## src/design/skvt_pkg.sv

```systemverilog
// skvt_pkg: shared types and constants of the string key/value table.
// Used by skvt_cell, skvt_ctrl and string_key_value_table.
package skvt_pkg;

  // Table geometry
  localparam int ENTRIES   = 64;
  localparam int KEY_BYTES = 25;
  localparam int KEY_W     = KEY_BYTES * 8;
  localparam int RAW_KEY_W = 200;
  localparam int VALUE_W   = 32;
  localparam int CNT_W     = $clog2(ENTRIES + 1);
  localparam int COUNT_OUT_W = 7;

  // Request codes
  localparam logic [1:0] REQ_PUT    = 2'd0;
  localparam logic [1:0] REQ_GET    = 2'd1;
  localparam logic [1:0] REQ_REMOVE = 2'd2;

  // Status codes
  localparam logic [1:0] ST_OK      = 2'd0;
  localparam logic [1:0] ST_FULL    = 2'd1;
  localparam logic [1:0] ST_MISSING = 2'd2;

  // Search token handed from cell to cell
  typedef struct packed {
    logic                      active;
    logic                      hit;
    logic                      free;
    logic signed [VALUE_W-1:0] value;
  } tok_t;

  // Write command broadcast to all cells after a scan
  typedef struct packed {
    logic                      update;
    logic                      remove;
    logic                      insert;
    logic signed [VALUE_W-1:0] value;
  } wr_t;

endpackage

```

## src/design/skvt_cell.sv

```systemverilog
// skvt_cell: one table entry (key, value, valid mark) plus its search stage.
// Depends on skvt_pkg.
module skvt_cell (
  input  logic                        clk_i,
  input  logic                        rst_ni,
  input  logic [skvt_pkg::KEY_W-1:0]  key_i,
  input  skvt_pkg::wr_t               wr_i,
  input  skvt_pkg::tok_t              tok_i,
  output skvt_pkg::tok_t              tok_o,
  output logic                        valid_o,
  output logic                        match_o
);
  import skvt_pkg::*;

  logic [KEY_W-1:0]          key_q;
  logic signed [VALUE_W-1:0] value_q;
  logic                      valid_q;
  logic                      match_q;
  logic                      sel_q;
  tok_t                      tok_q;
  tok_t                      tok_d;
  logic                      match;

  assign match = valid_q && (key_q == key_i);

  // Fold this entry into the passing token
  always_comb begin
    tok_d        = tok_i;
    tok_d.hit    = tok_i.hit | match;
    tok_d.free   = tok_i.free | !valid_q;
    tok_d.value  = match ? value_q : tok_i.value;
  end

  // Token stage and per-entry flags from the last scan
  always_ff @(posedge clk_i or negedge rst_ni) begin
    if (!rst_ni) begin
      tok_q   <= '0;
      match_q <= 1'b0;
      sel_q   <= 1'b0;
      valid_q <= 1'b0;
    end else begin
      tok_q <= tok_d;
      if (tok_i.active) begin
        match_q <= match;
        // lowest free slot: first invalid entry the token meets
        sel_q   <= !valid_q && !tok_i.free;
      end
      if (wr_i.remove && match_q) begin
        valid_q <= 1'b0;
      end else if (wr_i.insert && sel_q) begin
        valid_q <= 1'b1;
      end
    end
  end

  // Entry payload, no reset
  always_ff @(posedge clk_i) begin
    if (wr_i.insert && sel_q) begin
      key_q   <= key_i;
      value_q <= wr_i.value;
    end else if (wr_i.update && match_q) begin
      value_q <= wr_i.value;
    end
  end

  assign tok_o   = tok_q;
  assign valid_o = valid_q;
  assign match_o = match_q;

endmodule

```

## config.mk

```make
export PLATFORM = sky130hd
export DESIGN_NAME = skvt_cell
export DESIGN_NICKNAME = d
export VERILOG_FILES = /design/src/design/skvt_pkg.sv /design/src/design/skvt_cell.sv
export SDC_FILE = /design/constraint.sdc
export NUM_CORES = 1
export LEC_CHECK = 0
export BUFFER_PORTS_ARGS = -buffer_cell sky130_fd_sc_hd__buf_4
export CORE_MARGIN = 1
export CORE_UTILIZATION = 56
export CTS_CLUSTER_SIZE = 40
export DETAILED_ROUTE_END_ITERATION = 8
export PLACE_DENSITY = 0.88
export SETUP_SLACK_MARGIN = 0.02
export SLEW_MARGIN = 20
export SYNTH_ARGS = -nofsm -noshare
export SYNTH_HDL_FRONTEND = slang
export SYNTH_SLANG_ARGS = --single-unit
```

## constraint.sdc

```tcl
create_clock -name clk_i -period 10.9 [get_ports clk_i]
set_input_delay 2.18 -clock clk_i [delete_from_list [all_inputs] [get_ports clk_i]]
set_output_delay 2.18 -clock clk_i [all_outputs]
set_load 0.01 [all_outputs]
```

==> metrics.csv <==
stage,metric,value,unit
clock_tree,worst-skew pair later-pin latency,540,ps
floorplan,row cnt,50,
worst_setup_path,r2r setup slk,7030,ps
min_path,"Endpoint, Worst Hold",tok_o[31],
timing,fin. max-slew vios,0,
logic_synthesis,Synth area leaders,"edfxtp_1 (63%), dfrtp_1 (8.6%), xnor2_1 (6.0%)",
worst_setup_path,CP max stage cell,or4_2,
timing,Worst Tran Pin Value,1080,ps
clock_tree,Clock Sinks,270,
timing,highest clock rate,188.0,MHz
min_path,Min-Delay Startpoint,value_q[31],
finish,layout cells sized above 1,0.3760,
worst_setup_path,crit path launch type,primary input,
pwr,Pwr Total,0.002449,W
clock_tree,CTS resizes,0,
grt,vias in the first global route,7394,
pwr,Clk pwr share,0.417,
detailed_routing,drt pass-1 iters,5,
logic_synthesis,"EDFF count, synth",232,
pwr,leakage,5.829,nW
worst_setup_path,nature of the critical path endpoint,register,
logic_synthesis,Syn. warnings,0,
min_path,HP Class,register to register,
worst_setup_path,crit path launch,key_i[37],
timing,fin crit share,0.4881,
worst_setup_path,CP bufs+invs,1,
worst_setup_path,RR Startpoint,key_q[127],
placement,Port Buffer Count,308,
logic_synthesis,synthesized instance count,681,
grt,total grt overflow,0,
floorplan,CORE AREA,19020,sq um
finish,Final Cell Area,14640,sq um
worst_setup_path,crit-path cells,buf_4 > nor2b_1 > a2111o_1 > nor4_1 > nand4_1 > or4_1 > or4_2 > mux2_1,
run_status,status,completed,
logic_synthesis,Synth cell types,37,
clock_tree,H-tree levels,1,
worst_setup_path,WP depth,8,
timing,setup TNS,0,ps
clock_tree,Clock Root Buffer,clkbuf_16,
pwr,PD cells,167.3,nW/um^2
timing,final setup vio count,0,
pwr,Cell Int Power,0.001937,W
pwr,VDD IR max,0.1525,mV
finish,"commonest cells after routing, fill and taps aside","buf_4 (310), edfxtp_1 (232), xnor2_1 (76), inv_1 (68), dfrtp_1 (38)",
floorplan,Die Footprint,20240,sq um
timing,Worst Skew,17.69,ps
finish,Filler cells,1172,
placement,DP Area,13640,sq um
pwr,Sequential Power Share,0.490,
logic_synthesis,"Async S/R FF share, synth",0.1407,
detailed_routing,vias per inst,5.415,
timing,slew margin rel.,0.2797,
worst_setup_path,Critical R2R Capture,tok_o[1],
grt,largest net degree at the start of global routing,92,
detailed_routing,routed wl met3,2.207,mm
job,Max Cap Violations,0,
placement,DP Wirelength,20.07,mm
worst_setup_path,FF-to-FF path depth,7,
timing,RSZ-0062 raised after global routing,no,
logic_synthesis,Synth area leader,edfxtp_1,
worst_setup_path,Worst Path Required,11300,ps
grt,first-pass GRT wire length,39.40,mm
clock_tree,Inserted Clock Buffers,28,
finish,ANT cells,0,
logic_synthesis,Post-Syn Nets,953,
floorplan,Die X,142.3,microns
clock_tree,"Hold-fix buffers, CTS",0,
clock_tree,TritonCTS clock tree,yes,
clock_tree,Clock transition at path regs,60,ps
logic_synthesis,post-synth top area share,0.6324,
pwr,sw frac,0.2088,
pwr,Sw Pwr,0.0005114,W
detailed_routing,met2 routed WL,13.75,mm
worst_setup_path,"Data arrival, critical path",5720,ps
finish,"commonest non-fill, non-tap cell in the layout",buf_4,
floorplan,# IOs,309,
floorplan,die span in y,142.3,microns
logic_synthesis,Yosys reg bits,270,
grt,Total Routing Usage GR,0.2652,
clock_tree,clk buf depth,3,
detailed_routing,vias post-DR,7039,
worst_setup_path,max incr delay on CP,1190,ps
detailed_routing,DR WL/cell,20.80,microns
detailed_routing,top sig layer,met4,
clock_tree,setup bufs post-CTS,0,
detailed_routing,Routed WL,27.04,mm
detailed_routing,DRC Markers,0,
worst_setup_path,Crit Path Class,primary input to register,
grt,initial antenna violation count,0,
detailed_routing,ANT nets after route,0,
pwr,combinational power share,0.092,
placement,pre-CTS setup slack,5052,ps
detailed_routing,Iter 0 DRT Violations,516,
floorplan,Initial Util,0.5793,
finish,P&R area growth vs syn,32.90,%
logic_synthesis,Mapped Area,11020,sq um
timing,Final Worst Setup Slack,5580,ps
finish,Nets,1290,
logic_synthesis,mean area per synthesized cell,16.18,sq um
worst_setup_path,CP Max Fanout,34,
detailed_routing,wl on met1,9.907,mm
timing,Final Critical Period,5320,ps
min_path,WHS Path Cells,1,
worst_setup_path,"delay-heaviest family, CP",simple AND/OR/NAND/NOR gates,
logic_synthesis,sequential element share of the synthesized area,0.7187,
timing,"Hold Vio Cnt, Final",0,
placement,Routability Congestion,0.9338,
logic_synthesis,Post-synth top flop,edfxtp_1,
-- final cells by class --
class / instances / area, sq um / area share
Tap cell: 260 / 325.3 / 0.02222
Inverter: 74 / 277.8 / 0.01897
Timing Repair Buffer: 311 / 2338 / 0.1597
Clock inverter: 17 / 240.2 / 0.01641
Clock buffer: 35 / 758.2 / 0.05179
Multi-Input combinational cell: 333 / 2784 / 0.1901
Sequential cell: 270 / 7918 / 0.5408
-- synth_stat cells (2+ instances only) --
cell,n
buf_6,3
o221ai_1,5
o2bb2ai_1,8
mux2_1,4
inv_2,3
clkinv_1,3
nor4_1,22
nand3_1,2
xor2_1,37
o2111ai_1,9
a221oi_1,7
mux2_4,28
xnor2_1,76
nor2b_1,26
a2111o_1,6
dfrtp_1,38
nand4_1,25
nand2b_1,29
a2111oi_0,6
a22o_1,8
inv_1,68
or4_1,3
edfxtp_1,232
o22ai_1,20
-- logic make-up (layout without fill, tap and decap cells) --
kind of cell	after synthesis	after routing	synth area share
AND/OR/NAND/NOR	112	112	0.06315
flip-flops	270	270	0.7187
XOR/XNOR	113	113	0.08984
buffers and inverters	78	437	0.02896
multiplexers	34	34	0.04418
AO/OA/AOI/OAI	74	74	0.05520
-- worst reg2reg max path, delay by kind of cell (launching register included) --
| family | cells | cell delay [ps] |
|---|---|---|
| compound gates | 1 | 290 |
| mux | 1 | 560 |
| flops | 1 | 380 |
| simple gates | 5 | 2510 |
-- through the flow --
step / cells / util / hold WS [ps]
after floorplan: 681 / - / 432.0
after global placement: 1248 / 0.7172 / 434.2
after detailed placement: 1248 / 0.7172 / 451.1
after CTS: 1300 / 0.7697 / 465.1
after global routing: 1300 / 0.7699 / 479.6
final: 1300 / 0.7699 / 463.6
-- power by group through the flow --
stage / sequential (W) / combinational, W / clock [W]
2_1_floorplan: 0.00123 / 0.0000848 / 0
3_3_place_gp: 0.00122 / 0.000216 / 0
3_5_place_dp: 0.00122 / 0.000224 / 0
4_1_cts: 0.00120 / 0.000226 / 0.00104
5_1_grt: 0.00120 / 0.000242 / 0.00107
6_report: 0.00120 / 0.000226 / 0.00102
-- metal layers --
metal / vias to the layer above / global-route usage
li1: 3228 / -
met1: 3407 / 0.3103
met2: 331 / 0.4657
met3: 73 / 0.06258
met4: 0 / 0.1171
met5: - / 0
-- worst max-delay path by stage --
stage / to / slack (ps)
after floorplan: value_q[0] / 2980
after global placement: tok_o[31] / 5130
after detailed placement: tok_o[0] / 5050
after CTS: tok_o[0] / 5580
after global routing: tok_o[0] / 5470
final: tok_o[1] / 5580
-- state kept, by name (all words and copies together), names as in the netlist --
register and flops:
match_o 1, key_q 200, valid_o 1, value_q 32, sel_q 1, tok_o 35
No activity file was read; power rests on OpenSTA's default activity.
