===== src/design/skvt_pkg.sv =====
// skvt_pkg: shared types and constants of the string key/value table.
// Used by skvt_cell, skvt_ctrl and string_key_value_table.
package skvt_pkg;

  // Table geometry
  localparam int ENTRIES   = 64;
  localparam int KEY_BYTES = 25;
  localparam int KEY_W     = KEY_BYTES * 8;
  localparam int RAW_KEY_W = 200;
  localparam int VALUE_W   = 32;
  localparam int CNT_W     = $clog2(ENTRIES + 1);
  localparam int COUNT_OUT_W = 7;

  // Request codes
  localparam logic [1:0] REQ_PUT    = 2'd0;
  localparam logic [1:0] REQ_GET    = 2'd1;
  localparam logic [1:0] REQ_REMOVE = 2'd2;

  // Status codes
  localparam logic [1:0] ST_OK      = 2'd0;
  localparam logic [1:0] ST_FULL    = 2'd1;
  localparam logic [1:0] ST_MISSING = 2'd2;

  // Search token handed from cell to cell
  typedef struct packed {
    logic                      active;
    logic                      hit;
    logic                      free;
    logic signed [VALUE_W-1:0] value;
  } tok_t;

  // Write command broadcast to all cells after a scan
  typedef struct packed {
    logic                      update;
    logic                      remove;
    logic                      insert;
    logic signed [VALUE_W-1:0] value;
  } wr_t;

endpackage


===== src/design/skvt_ctrl.sv =====
// skvt_ctrl: request capture, key trimming, scan sequencing and result logic.
// Depends on skvt_pkg.
module skvt_ctrl (
  input  logic                                clk_i,
  input  logic                                rst_ni,
  input  logic                                start,
  output logic                                busy,
  input  logic [1:0]                          req_type_i,
  input  logic [skvt_pkg::RAW_KEY_W-1:0]      raw_key_i,
  input  logic signed [skvt_pkg::VALUE_W-1:0] new_value_i,
  output logic [skvt_pkg::KEY_W-1:0]          key_o,
  output skvt_pkg::tok_t                      tok_o,
  input  skvt_pkg::tok_t                      tok_i,
  output skvt_pkg::wr_t                       wr_o,
  output logic                                done_o,
  output logic [1:0]                          status_o,
  output logic signed [skvt_pkg::VALUE_W-1:0] value_o,
  output logic [skvt_pkg::CNT_W-1:0]          count_o
);
  import skvt_pkg::*;

  typedef enum logic [1:0] {
    S_IDLE,
    S_SCAN,
    S_WRITE
  } state_e;

  state_e                    state_q;
  logic                      launch_q;
  logic [1:0]                req_q;
  logic [KEY_W-1:0]          key_q;
  logic [KEY_W-1:0]          key_d;
  logic signed [VALUE_W-1:0] nval_q;
  logic [CNT_W-1:0]          count_q;
  wr_t                       wr_q;
  logic                      done_q;
  logic [1:0]                status_q;
  logic signed [VALUE_W-1:0] value_q;
  logic                      ended;
  logic [7:0]                kbyte;
  logic                      accept;

  assign accept = start && (state_q == S_IDLE);

  // Key ends at its first zero byte; clear everything after it
  always_comb begin
    ended = 1'b0;
    key_d = '0;
    for (int i = 0; i < KEY_BYTES; i++) begin
      kbyte = raw_key_i[i*8 +: 8];
      if (ended) begin
        kbyte = 8'd0;
      end else if (kbyte == 8'd0) begin
        ended = 1'b1;
      end
      key_d[i*8 +: 8] = kbyte;
    end
  end

  // Request capture, scan sequencing, write command and result registers
  always_ff @(posedge clk_i or negedge rst_ni) begin
    if (!rst_ni) begin
      state_q  <= S_IDLE;
      launch_q <= 1'b0;
      req_q    <= REQ_PUT;
      count_q  <= '0;
      wr_q     <= '0;
      done_q   <= 1'b0;
      status_q <= ST_OK;
      value_q  <= '0;
    end else begin
      launch_q <= 1'b0;
      wr_q     <= '0;
      done_q   <= 1'b0;
      unique case (state_q)
        S_IDLE: begin
          if (start) begin
            req_q    <= req_type_i;
            launch_q <= 1'b1;
            state_q  <= S_SCAN;
          end
        end
        S_SCAN: begin
          if (tok_i.active) begin
            done_q     <= 1'b1;
            status_q   <= ST_OK;
            value_q    <= '0;
            wr_q.value <= nval_q;
            state_q    <= S_WRITE;
            case (req_q)
              REQ_PUT: begin
                if (tok_i.hit) begin
                  wr_q.update <= 1'b1;
                end else if (tok_i.free) begin
                  wr_q.insert <= 1'b1;
                  count_q     <= count_q + CNT_W'(1);
                end else begin
                  status_q <= ST_FULL;
                end
              end
              REQ_GET: begin
                if (tok_i.hit) begin
                  value_q <= tok_i.value;
                end else begin
                  status_q <= ST_MISSING;
                end
              end
              REQ_REMOVE: begin
                if (tok_i.hit) begin
                  wr_q.remove <= 1'b1;
                  if (count_q != '0) begin
                    count_q <= count_q - CNT_W'(1);
                  end
                end else begin
                  status_q <= ST_MISSING;
                end
              end
              default: begin
                // unused code: no state change, plain ok result
              end
            endcase
          end
        end
        S_WRITE: begin
          state_q <= S_IDLE;
        end
        default: begin
          state_q <= S_IDLE;
        end
      endcase
    end
  end

  // Request payload, no reset
  always_ff @(posedge clk_i) begin
    if (accept) begin
      key_q  <= key_d;
      nval_q <= new_value_i;
    end
  end

  // Fresh token into the first cell
  always_comb begin
    tok_o        = '0;
    tok_o.active = launch_q;
  end

  assign busy     = (state_q != S_IDLE);
  assign key_o    = key_q;
  assign wr_o     = wr_q;
  assign done_o   = done_q;
  assign status_o = status_q;
  assign value_o  = value_q;
  assign count_o  = count_q;

endmodule


===== config.mk =====
export PLATFORM = sky130hd
export DESIGN_NAME = skvt_ctrl
export DESIGN_NICKNAME = d
export VERILOG_FILES = /design/src/design/skvt_pkg.sv /design/src/design/skvt_ctrl.sv
export SDC_FILE = /design/constraint.sdc
export NUM_CORES = 1
export LEC_CHECK = 0
export BUFFER_PORTS_ARGS = -buffer_cell sky130_fd_sc_hd__clkbuf_2
export CAP_MARGIN = 5
export CORE_AREA = 10 10 220 222
export CTS_CLUSTER_SIZE = 12
export DETAILED_ROUTE_END_ITERATION = 10
export DIE_AREA = 0 0 230 232
export PLACE_DENSITY_LB_ADDON = 0.15
export RECOVER_POWER = 50
export SLEW_MARGIN = 10
export SYNTH_ARGS = -nofsm -noshare
export SYNTH_HDL_FRONTEND = slang
export SYNTH_SLANG_ARGS = --single-unit

===== constraint.sdc =====
create_clock -name clk_i -period 15.6 [get_ports clk_i]
set_clock_uncertainty 0.05 [all_clocks]
set_input_delay 0.78 -clock clk_i [delete_from_list [all_inputs] [get_ports clk_i]]
set_output_delay 0.78 -clock clk_i [all_outputs]
set_load 0.02 [all_outputs]

==> key figures, run 1 <==
Outcome
  • Status: complete, but fails checks
  • Failing checks: capacitance limit, slew limit

Critical path
  • Reg2reg path depth: 4
  • Critical Path Stages: 4
  • WS Path Type: reg -> reg
  • Crit path max-delay family: simple AND/OR/NAND/NOR gates
  • Crit-path most repeated cell: buf_4
  • Worst Setup EP: key_o[14]
  • Critical Path AT: approximately 5.1 ns
  • Largest stage delay, worst path: approximately 2.1 ns
  • Worst setup path start: state_q[1]
  • CP Capture Type: flop
  • Critical R2R Capture: key_o[14]
  • CP Buf/Inv Count: 2
  • Critical path peak fanout: 80
  • Critical Path RT: around 16 ns
  • Slowest-stage cell, CP: nor2_1
  • FF-to-FF Start: state_q[1]
  • Worst path cell trace: or2_2, nor2_1, buf_4, buf_4
  • Critical path launch point type: flop
  • FF-to-FF setup slack: approximately 11 ns

Logic synthesis
  • Largest family of logic cells by synthesized area: simple AND/OR/NAND/NOR gates
  • Mapped Cells: 973
  • Netlist cell types: 47
  • Synth Area in XOR/XNOR: 0.00340
  • Netlist Area Pre-Place: 0.0129 mm^2
  • Sequential share of the synthesized area: 0.700
  • Avg Inst Size Synth: between 10 and 15 um^2
  • Top cells by area, synth: edfxtp_1 54%, dfrtp_1 16%, and2_1 5.9%
  • Post-synthesis mux area share: 0.00155
  • Post-synth top area cell: edfxtp_1
  • Synth Area in Compound Gates: 0.0118
  • Top FF cell, synth: edfxtp_1
  • Post-synth ARST share: 0.261
  • Post-synth EDFFs: roughly 230
  • Yosys top cell area share: 0.540
  • Adder-Cell Fraction of Synth Area: 0.0103
  • Simple-gate share of the synthesized area: 0.225
  • Flop and latch count out of synthesis: about 310
  • Syn. warnings: 0

Placement
  • Placed Area: roughly 0.016 mm^2
  • Placer Congestion: about 0.9
  • Final HPWL DP: about 36000 um
  • PortBufs: 550

Power
  • Total power: approximately 0.0023 W
  • Leak pwr: between 7 and 8 nW
  • P per Cell Area: around 140 mW/mm^2
  • Max IR drop VDD: just over 0.09 mV

Routing
  • Vias: 9600
  • Wirelength per Cell: approximately 21 um
  • Post-DRT Antenna Nets: 0
  • DRC errors left: 0
  • Iter 0 DRT Violations: ~480
  • TritonRoute pass-1 iters: 5
  • Vias per std cell: ~4.5
  • Drt total wl: ~46000 um

Die
  • DIE WIDTH: about 230 um
  • Initial Util: 0.293
  • Die H: 232 um
  • Die area: about 0.053 mm^2
  • Rows: between 70 and 80
  • Area of the core: 0.0439 mm^2
  • I/O Pins: around 590

Cells and area
  • Final Cell Area: 0.0171 mm^2
  • Area grow syn2layout: 32.3%
  • Layout cells sized above 1: 0.240
  • Nets: around 1800
  • Fin util: 0.388
  • FILL cells: around 4500

Hold path
  • Hold Crit Class: in -> reg

STA
  • Hold Violations, Final: 0
  • Crit share post-route: 0.318
  • RSZ-0062 raised after global routing: false
  • Fmax: between 0.2 and 0.25 GHz
  • Min Tclk post-route: about 5 ns
  • Finish-stage setup viols: 0
  • Slew HR: -0.900
  • Least-Margin Pin Slew: approximately 2.8 ns
  • Final TNS setup: 0 ns
  • Fin. max-slew vios: about 160

CTS
  • CTS tree: done
  • TritonCTS buffer count: 38
  • CTS clk-pin slew, worst paths: 0.06 ns
  • Clock Sink Count: ~310
  • Post-CTS Repair Setup Buffers: 0
  • CTS Buffer Depth: 3
  • Worst-Skew Late Latency: 0.53 ns
  • Cts repair resizes: 0
  • Hold_buf cts: 0
  • Htree depth: 2
  • Root Buffer: clkbuf_16

GRT
  • Largest net degree at the start of global routing: 81
  • Vias in the first global route: approximately 10000
  • First-pass GRT wire length: about 67000 um
  • GRT Total Usage: 0.165
  • Gr ovfl total: 0
  • Initial antenna violation count: 8

Flow run
  • Number of maximum-capacitance violations: 4
layout by cell type, fill, tap and decap left out, types with 20 or more instances in the layout:
| cell type | n |
|---|---|
| edfxtp_1 | 232 |
| and2_1 | 104 |
| clkbuf_16 | 42 |
| inv_1 | 34 |
| dfrtp_1 | 82 |
| conb_1 | 34 |
| and3_1 | 20 |
| nand2_1 | 129 |
| nor3_1 | 53 |
| clkbuf_2 | 268 |
| nor4_1 | 40 |
| clkbuf_1 | 296 |
| nand3_1 | 51 |
through the flow:
stage,hold WS [ns],worst slack [ns],cells
after floorplan,0.359,3.92,1006
after global placement,0.376,11.72,2080
after detailed placement,0.383,11.74,2080
after CTS,0.114,11.97,2149
after global routing,0.334,10.13,2151
final,0.367,10.63,2153
final cells by class:
type / count / area (um^2) / share of cell area
sequential: 314 / 9020 / 0.529
multi-input combinational: 578 / 3380 / 0.198
timing repair buffer: 561 / 2470 / 0.145
clock buffer: 54 / 1100 / 0.0643
tap: 592 / 741 / 0.0434
clock inverter: 15 / 200 / 0.0117
inverter: 35 / 131 / 0.00770
antenna: 4 / 10.0 / 0.000587
routing by layer:
metal | wire length [um] | vias up | GRT usage
met2 | 23100 | 376 | 0.283
met4 | 1090 | 6 | 0.0526
met1 | 16400 | 4621 | 0.172
met3 | 5130 | 67 | 0.0836
met5 | 45 | - | 0
li1 | - | 4530 | -
state kept, by name, summed over array words and instances, names as in the netlist:
name and count:
req_q 2, key_o 200, count_o 7, launch_q 1, status_o 2, state_q 2, done_o 1, nval_q 32
value_o 32, wr_o 35
logic make-up after synthesis:
kind of cell    Yosys count
simple gates            503
mux                       2
fa+ha+maj                10
flops                   314
buf+inv                 114
compound gates           24
other cells               1
xor+xnor                  5
cell usage after synthesis (13+ instances only):
cell type	count
and2_1	121
nor2_1	13
nor4_1	40
edfxtp_1	232
nor3_2	16
inv_1	35
nand3_1	51
nand2_1	128
dfrtp_1	82
buf_4	37
nor4_2	16
nor3_1	53
clkbuf_1	24
and3_1	20
report_power, final:
group	total (W)	internal, W	switching (W)
Combinational	0.000368	0.000107	0.000261
Clock	0.000917	0.000573	0.000344
Sequential	0.00103	0.000997	0.0000353
worst register-to-register path, delay by kind of cell (launching register included):
| family | cells | cell delay (ns) |
|---|---|---|
| flip-flops | 1 | 0.38 |
| AND/OR/NAND/NOR | 2 | 2.38 |
| buffers and inverters | 2 | 1.73 |
worst min path at each step:
stage                         start          end  slack [ns]  depth (start not counted)
detailed placement       nval_q[20]     wr_o[20]        0.38                          1
floorplan                state_q[1]   state_q[0]        0.36                          1
global route        new_value_i[22]   nval_q[22]        0.33                          1
finish              new_value_i[20]   nval_q[20]        0.37                          1
global placement         state_q[1]   state_q[0]        0.38                          1
CTS                          rst_ni  value_o[16]        0.11                          1
Note: power is estimated with default switching activity, not from simulation.
==> inputs of run 2 (changes only) <==
==> constraint.sdc (replaced) <==
create_clock -name clk_i -period 4.7 [get_ports clk_i]
set_clock_uncertainty 0.05 [all_clocks]
set_input_delay 0.235 -clock clk_i [delete_from_list [all_inputs] [get_ports clk_i]]
set_output_delay 0.235 -clock clk_i [all_outputs]
set_load 0.02 [all_outputs]
==> key figures, run 2 (synthesized netlist as in run 1, its figures left out) <==
Routing
  • TritonRoute pass-1 iters: 5 (unchanged)
  • Vias per std cell: 4.43 (-0.57%)
  • Iter 0 DRT Violations: 568 (+19%)
  • Drt total wl: 47800 um (+4.6%)
  • Wirelength per Cell: 19.9 um (-6.3%)
  • Vias: 10649 (+11%)
  • Post-DRT Antenna Nets: 0 (unchanged)
  • DRC errors left: 0 (unchanged)

CTS
  • Htree depth: 2 (unchanged)
  • CTS clk-pin slew, worst paths: 0.06 ns (about the same)
  • TritonCTS buffer count: 38 (unchanged)
  • Root Buffer: clkbuf_16
  • CTS tree: done
  • Post-CTS Repair Setup Buffers: 0 (unchanged)
  • CTS Buffer Depth: 3 (unchanged)
  • Worst-Skew Late Latency: 0.54 ns (about the same)
  • Clock Sink Count: 314 (unchanged)

GRT
  • Initial antenna violation count: 5 (-3)
  • First-pass GRT wire length: 70800 um (+5.9%)
  • Largest net degree at the start of global routing: 138 (+70%)
  • Gr ovfl total: 0 (unchanged)
  • Vias in the first global route: 11496 (+11%)
  • GRT Total Usage: 0.172 (+0.00736)

Hold path
  • Depth of the worst hold-timing path: 3 (+2)
  • Worst Hold Launch: raw_key_i[185]
  • Hold Crit Endpoint: key_o[185]
  • Hold Crit Class: in -> reg

Placement
  • PortBufs: 550 (unchanged)
  • Placer Congestion: 0.856 (-2.1%)
  • Placed Area: 0.0161 mm^2 (about the same)
  • Final HPWL DP: 35400 um (-1.3%)

STA
  • Min Tclk post-route: 3.72 ns (-1.25 ns)
  • RSZ-0062 raised after global routing: false
  • Slew HR: -1.14 (-0.239)
  • Fin. max-slew vios: 361 (+120%)
  • Hold Violations, Final: 0 (unchanged)
  • Fmax: 0.269 GHz (+34%)
  • Crit share post-route: 0.791 (+0.472)
  • Least-Margin Pin Slew: 3.21 ns (+0.369 ns)
  • Finish-stage setup viols: 0 (unchanged)
  • Final TNS setup: 0 ns (unchanged)

Critical path
  • CP Capture Type: flop
  • FF-to-FF setup slack: 0.98 ns (-9.65 ns)
  • Critical Path AT: 3.74 ns (-1.33 ns)
  • Critical path peak fanout: 137 (+71%)
  • WS Path Type: reg -> reg
  • Reg2reg path depth: 3 (-1)
  • Critical R2R Capture: key_o[12]
  • Critical path launch point type: flop
  • FF-to-FF Start: state_q[0]
  • Critical Path RT: 4.72 ns (-10.98 ns)

Power
  • Max IR drop VDD: 0.245 mV (+170%)
  • P per Cell Area: 396 mW/mm^2 (+190%)
  • Leak pwr: 8.11 nW (+14%)
  • Total power: 0.00772 W (+230%)

Die
  • Die H: 232 um (unchanged)
  • Rows: 77 (unchanged)
  • Area of the core: 0.0439 mm^2 (unchanged)
  • DIE WIDTH: 230 um (unchanged)
  • Initial Util: 0.293 (unchanged)
  • I/O Pins: 585 (unchanged)
  • Die area: 0.0534 mm^2 (unchanged)

Outcome
  • Failing checks: capacitance limit, slew limit
  • Status: complete, but fails checks

Cells and area
  • Final Cell Area: 0.0195 mm^2 (+14%)
  • Nets: 2059 (+14%)
  • Highest-count cells in the layout ignoring fill and taps: 298 x clkbuf_1, 266 x clkbuf_2, 252 x dlygate4sd3_1
  • Max FFs per register: 200 (unchanged)
  • Most common cell after layout, fill and taps aside: clkbuf_1
  • Layout cells sized above 1: 0.205 (-0.0349)
  • Area grow syn2layout: 51.2%

Flow run
  • Number of maximum-capacitance violations: 4 (unchanged)
[run 2: cell count changes in the layout (fill, tap and decap cells not counted), sizes merged]
cell / delta
dlygate4sd3: +252
buf: -2
clkinvlp: +1
inv: +1
bufinv: -4
diode: -1
clkbuf: +2
[run 2: stage by stage]
stage          instances  hold WS, ns  worst slack, ns   util
2_1_floorplan       1006       -0.111           0.0890      -
3_3_place_gp        2077        0.363             1.54  0.367
3_5_place_dp        2077        0.364             1.49  0.367
4_1_cts             2399      0.00190             1.58  0.452
5_1_grt             2402       0.0220            0.696  0.444
6_report            2402       0.0375            0.984  0.444
[run 2: how the worst max path moves through the flow]
stage                       to  slack (ns)      startpoint
finish               key_o[12]        0.98      state_q[0]
global route         key_o[18]        0.70      state_q[0]
CTS                 key_o[146]        1.58  raw_key_i[107]
detailed placement  key_o[146]        1.49  raw_key_i[104]
global placement    key_o[171]        1.54  raw_key_i[104]
floorplan             key_o[0]        0.09      state_q[0]
[run 2: worst max-delay path, stage by stage, from the launching register on]
cell     delay (ns)
dfrtp_1        0.40
or2_0          0.30
nor2_4         0.12
buf_2          2.12
[run 2: timing repair]
item / in CTS / in global routing
hold buffers: 252 / 0
gates resized for setup: 0 / 0
setup endpoints to repair: 0 / 0
hold endpoints to repair: 335 / 0
[run 2: power by group]
part | leakage, nW | internal [W] | switching (W) | total (W)
clock | 0.601 | 0.00173 | 0.00115 | 0.00289
sequential | 3.29 | 0.00332 | 0.000120 | 0.00344
combinational | 4.22 | 0.000482 | 0.000910 | 0.00139
[run 2: cell type report]
class | instances | area [um^2]
inverters | 35 | 131
flip-flops and latches | 314 | 9020
multi-input cells | 578 | 3390
diodes | 3 | 7.51
fillers | 4211 | 24400
clock buffers | 57 | 1140
repair buffers | 810 | 4970
well taps | 592 | 741
clock inverters | 13 | 91.3
[run 2: metal layers]
| metal | track usage | routed length, um | up-vias |
|---|---|---|---|
| met2 | 0.305 | 24500 | 425 |
| met3 | 0.0739 | 4790 | 76 |
| met4 | 0.0526 | 1100 | 4 |
| li1 | - | - | 5037 |
| met1 | 0.182 | 17400 | 5107 |
| met5 | 0 | 26 | - |
==> inputs of run 3 (changes only) <==
--- a/config.mk
+++ b/config.mk
@@ -7,10 +7,10 @@
 export LEC_CHECK = 0
 export BUFFER_PORTS_ARGS = -buffer_cell sky130_fd_sc_hd__clkbuf_2
 export CAP_MARGIN = 5
-export CORE_AREA = 10 10 220 222
+export CORE_AREA = 10 10 218 220
 export CTS_CLUSTER_SIZE = 12
 export DETAILED_ROUTE_END_ITERATION = 10
-export DIE_AREA = 0 0 230 232
+export DIE_AREA = 0 0 228 230
 export PLACE_DENSITY_LB_ADDON = 0.15
 export RECOVER_POWER = 50
 export SLEW_MARGIN = 10
==> constraint.sdc (replaced) <==
create_clock -name clk_i -period 3.35 [get_ports clk_i]
set_clock_uncertainty 0.05 [all_clocks]
set_input_delay 0.1675 -clock clk_i [delete_from_list [all_inputs] [get_ports clk_i]]
set_output_delay 0.1675 -clock clk_i [all_outputs]
set_load 0.02 [all_outputs]
==> key figures, run 3 (synthesized netlist as in run 1, its figures left out) <==
Cells and area
  • Highest-count cells in the layout ignoring fill and taps: 297 x clkbuf_1, 272 x dlygate4sd3_1, 265 x clkbuf_2
  • Final Cell Area: 0.0199 mm^2 (+1.9%)
  • Nets: 2093 (+1.7%)
  • Most common cell after layout, fill and taps aside: clkbuf_1
  • Layout cells sized above 1: 0.208 (+0.00284)
  • Sequential Area: 0.00902 mm^2 (unchanged)
  • Fin util: 0.463 (+0.0196)
  • Area grow syn2layout: 54.1%
  • FILL cells: 4070 (-3.3%)
  • Max FFs per register: 200 (unchanged)
  • Multi-input gate area: 0.00338 mm^2 (-0.22%)

Placement
  • Placed Area: 0.0163 mm^2 (+0.99%)
  • PortBufs: 550 (unchanged)
  • Placer Congestion: 0.845 (-1.2%)
  • Final HPWL DP: 36200 um (+2.2%)

Critical path
  • Critical path launch point type: flop
  • Critical Path RT: 3.53 ns (-1.19 ns)
  • CP Capture Type: flop
  • WS Path Type: reg -> reg
  • Critical path peak fanout: 39 (-72%)
  • Critical Path AT: 2.91 ns (-0.83 ns)

Die
  • DIE WIDTH: 228 um (-0.87%)
  • I/O Pins: 585 (unchanged)
  • Die area: 0.0524 mm^2 (-1.7%)
  • Rows: 76 (-1.3%)
  • Initial Util: 0.301 (+0.00716)
  • Die H: 230 um (-0.86%)
  • Area of the core: 0.0429 mm^2 (-2.4%)

Routing
  • DRC errors left: 0 (unchanged)
  • TritonRoute pass-1 iters: 5 (unchanged)
  • Wirelength per Cell: 19.9 um (-0.11%)
  • Iter 0 DRT Violations: 577 (+1.6%)
  • Post-DRT Antenna Nets: 0 (unchanged)
  • Drt total wl: 48200 um (+0.89%)
  • Vias per std cell: 4.43 (about the same)
  • Vias: 10753 (+0.98%)

CTS
  • Htree depth: 2 (unchanged)
  • Post-CTS Repair Setup Buffers: 0 (unchanged)
  • CTS Buffer Depth: 3 (unchanged)
  • Worst-Skew Late Latency: 0.53 ns (about the same)
  • CTS clk-pin slew, worst paths: 0.05 ns (about the same)
  • Cts repair resizes: 0 (unchanged)
  • Root Buffer: clkbuf_16
  • Clock Sink Count: 314 (unchanged)
  • CTS tree: done
  • TritonCTS buffer count: 38 (unchanged)

STA
  • Min Tclk post-route: 2.73 ns (-0.990 ns)
  • Crit share post-route: 0.814 (+0.0231)
  • RSZ-0062 raised after global routing: false
  • Finish-stage setup viols: 0 (unchanged)
  • Hold Violations, Final: 0 (unchanged)
  • Least-Margin Pin Slew: 2.10 ns (-1.11 ns)
  • Fin. max-slew vios: 83 (-77%)
  • Slew HR: -0.399 (+0.740)
  • Fmax: 0.367 GHz (+36%)

Power
  • Max IR drop VDD: 0.316 mV (+29%)
  • P per Cell Area: 552 mW/mm^2 (+39%)
  • Leak pwr: 8.29 nW (+2.2%)
  • P_int: 0.00787 W (+42%)
  • Sequential Power Share: 0.438 (-0.008)
  • Clock share of power: 0.377 (+0.003)
  • Switching fraction of total power: 0.282 (-0.000553)
  • Logic pwr share: 0.185 (+0.005)
  • Net Switching: 0.00309 W (+42%)

Flow run
  • Number of maximum-capacitance violations: 1 (-3)

Hold path
  • Hold Crit Class: in -> reg

Outcome
  • Failing checks: capacitance limit, slew limit
  • Status: complete, but fails checks

GRT
  • Gr ovfl total: 0 (unchanged)
  • Largest net degree at the start of global routing: 99 (-28%)
  • Vias in the first global route: 11685 (+1.6%)
  • First-pass GRT wire length: 72700 um (+2.7%)
  • GRT Total Usage: 0.179 (+0.00739)
  • Initial antenna violation count: 2 (-3)
==> run 3: power by group through the flow <==
stage | Sequential [W] | Clock (W) | Combinational, W
final | 0.00480 | 0.00413 | 0.00202
after global routing | 0.00484 | 0.00442 | 0.00222
after CTS | 0.00480 | 0.00426 | 0.00215
after detailed placement | 0.00488 | 0 | 0.00187
after global placement | 0.00487 | 0 | 0.00187
after floorplan | 0.00529 | 0 | 0.000657
==> run 3: repair_timing <==
action / in CTS / in global routing
hold buffers: 272 / 0
endpoints found under the hold margin: 354 / 0
setup endpoints to repair: 0 / 0
==> run 3: area by class of cell <==
class                      count  share of cell area
timing repair buffer         844               0.269
inverter                      35             0.00661
antenna                        1            0.000126
multi-input combinational    578               0.170
clock buffer                  53              0.0549
sequential                   314               0.454
clock inverter                16             0.00794
tap                          585              0.0368
==> run 3: stage by stage <==
stage / hold WS, ns / instances / setup slack, ns / total power [W] / setup TNS (ns)
floorplan: -0.178 / 1006 / -1.28 / 0.00595 / -300.20
global placement: 0.296 / 2084 / 0.917 / 0.00674 / 0
detailed placement: 0.296 / 2084 / 0.807 / 0.00675 / 0
CTS: 0.105 / 2425 / 0.795 / 0.0112 / 0
global route: 0.282 / 2425 / 0.417 / 0.0115 / 0
finish: 0.300 / 2426 / 0.624 / 0.0110 / 0
==> run 3: worst paths after layout <==
path | startpoint | end | slack, ns | cells past startpoint
max | state_q[0] | key_o[185] | 0.62 | 4
min | new_value_i[28] | nval_q[28] | 0.30 | 2
max reg2reg | state_q[0] | key_o[185] | 0.62 | 4
min reg2reg | nval_q[12] | wr_o[12] | 0.38 | 1
max in group asynchronous | rst_ni | wr_o[16] | 1.28 | 2
min in group asynchronous | rst_ni | value_o[31] | 0.74 | 2
==> run 3: per-layer routing <==
layer | wire [um] | vias up | part of all wire | GRT usage
li1 | - | 5103 | - | -
met1 | 17900 | 5089 | 0.37 | 0.193
met2 | 24000 | 458 | 0.50 | 0.307
met3 | 4460 | 101 | 0.092 | 0.0704
met4 | 1890 | 2 | 0.039 | 0.0819
met5 | 12 | - | 0.00025 | 0
==> run 3: worst max-delay path: stages, from the launching register on <==
cell and delay, ns:
dfrtp_1 0.40, or2_2 0.30, nor2_1 0.38, clkbuf_2 0.91, buf_4 0.36
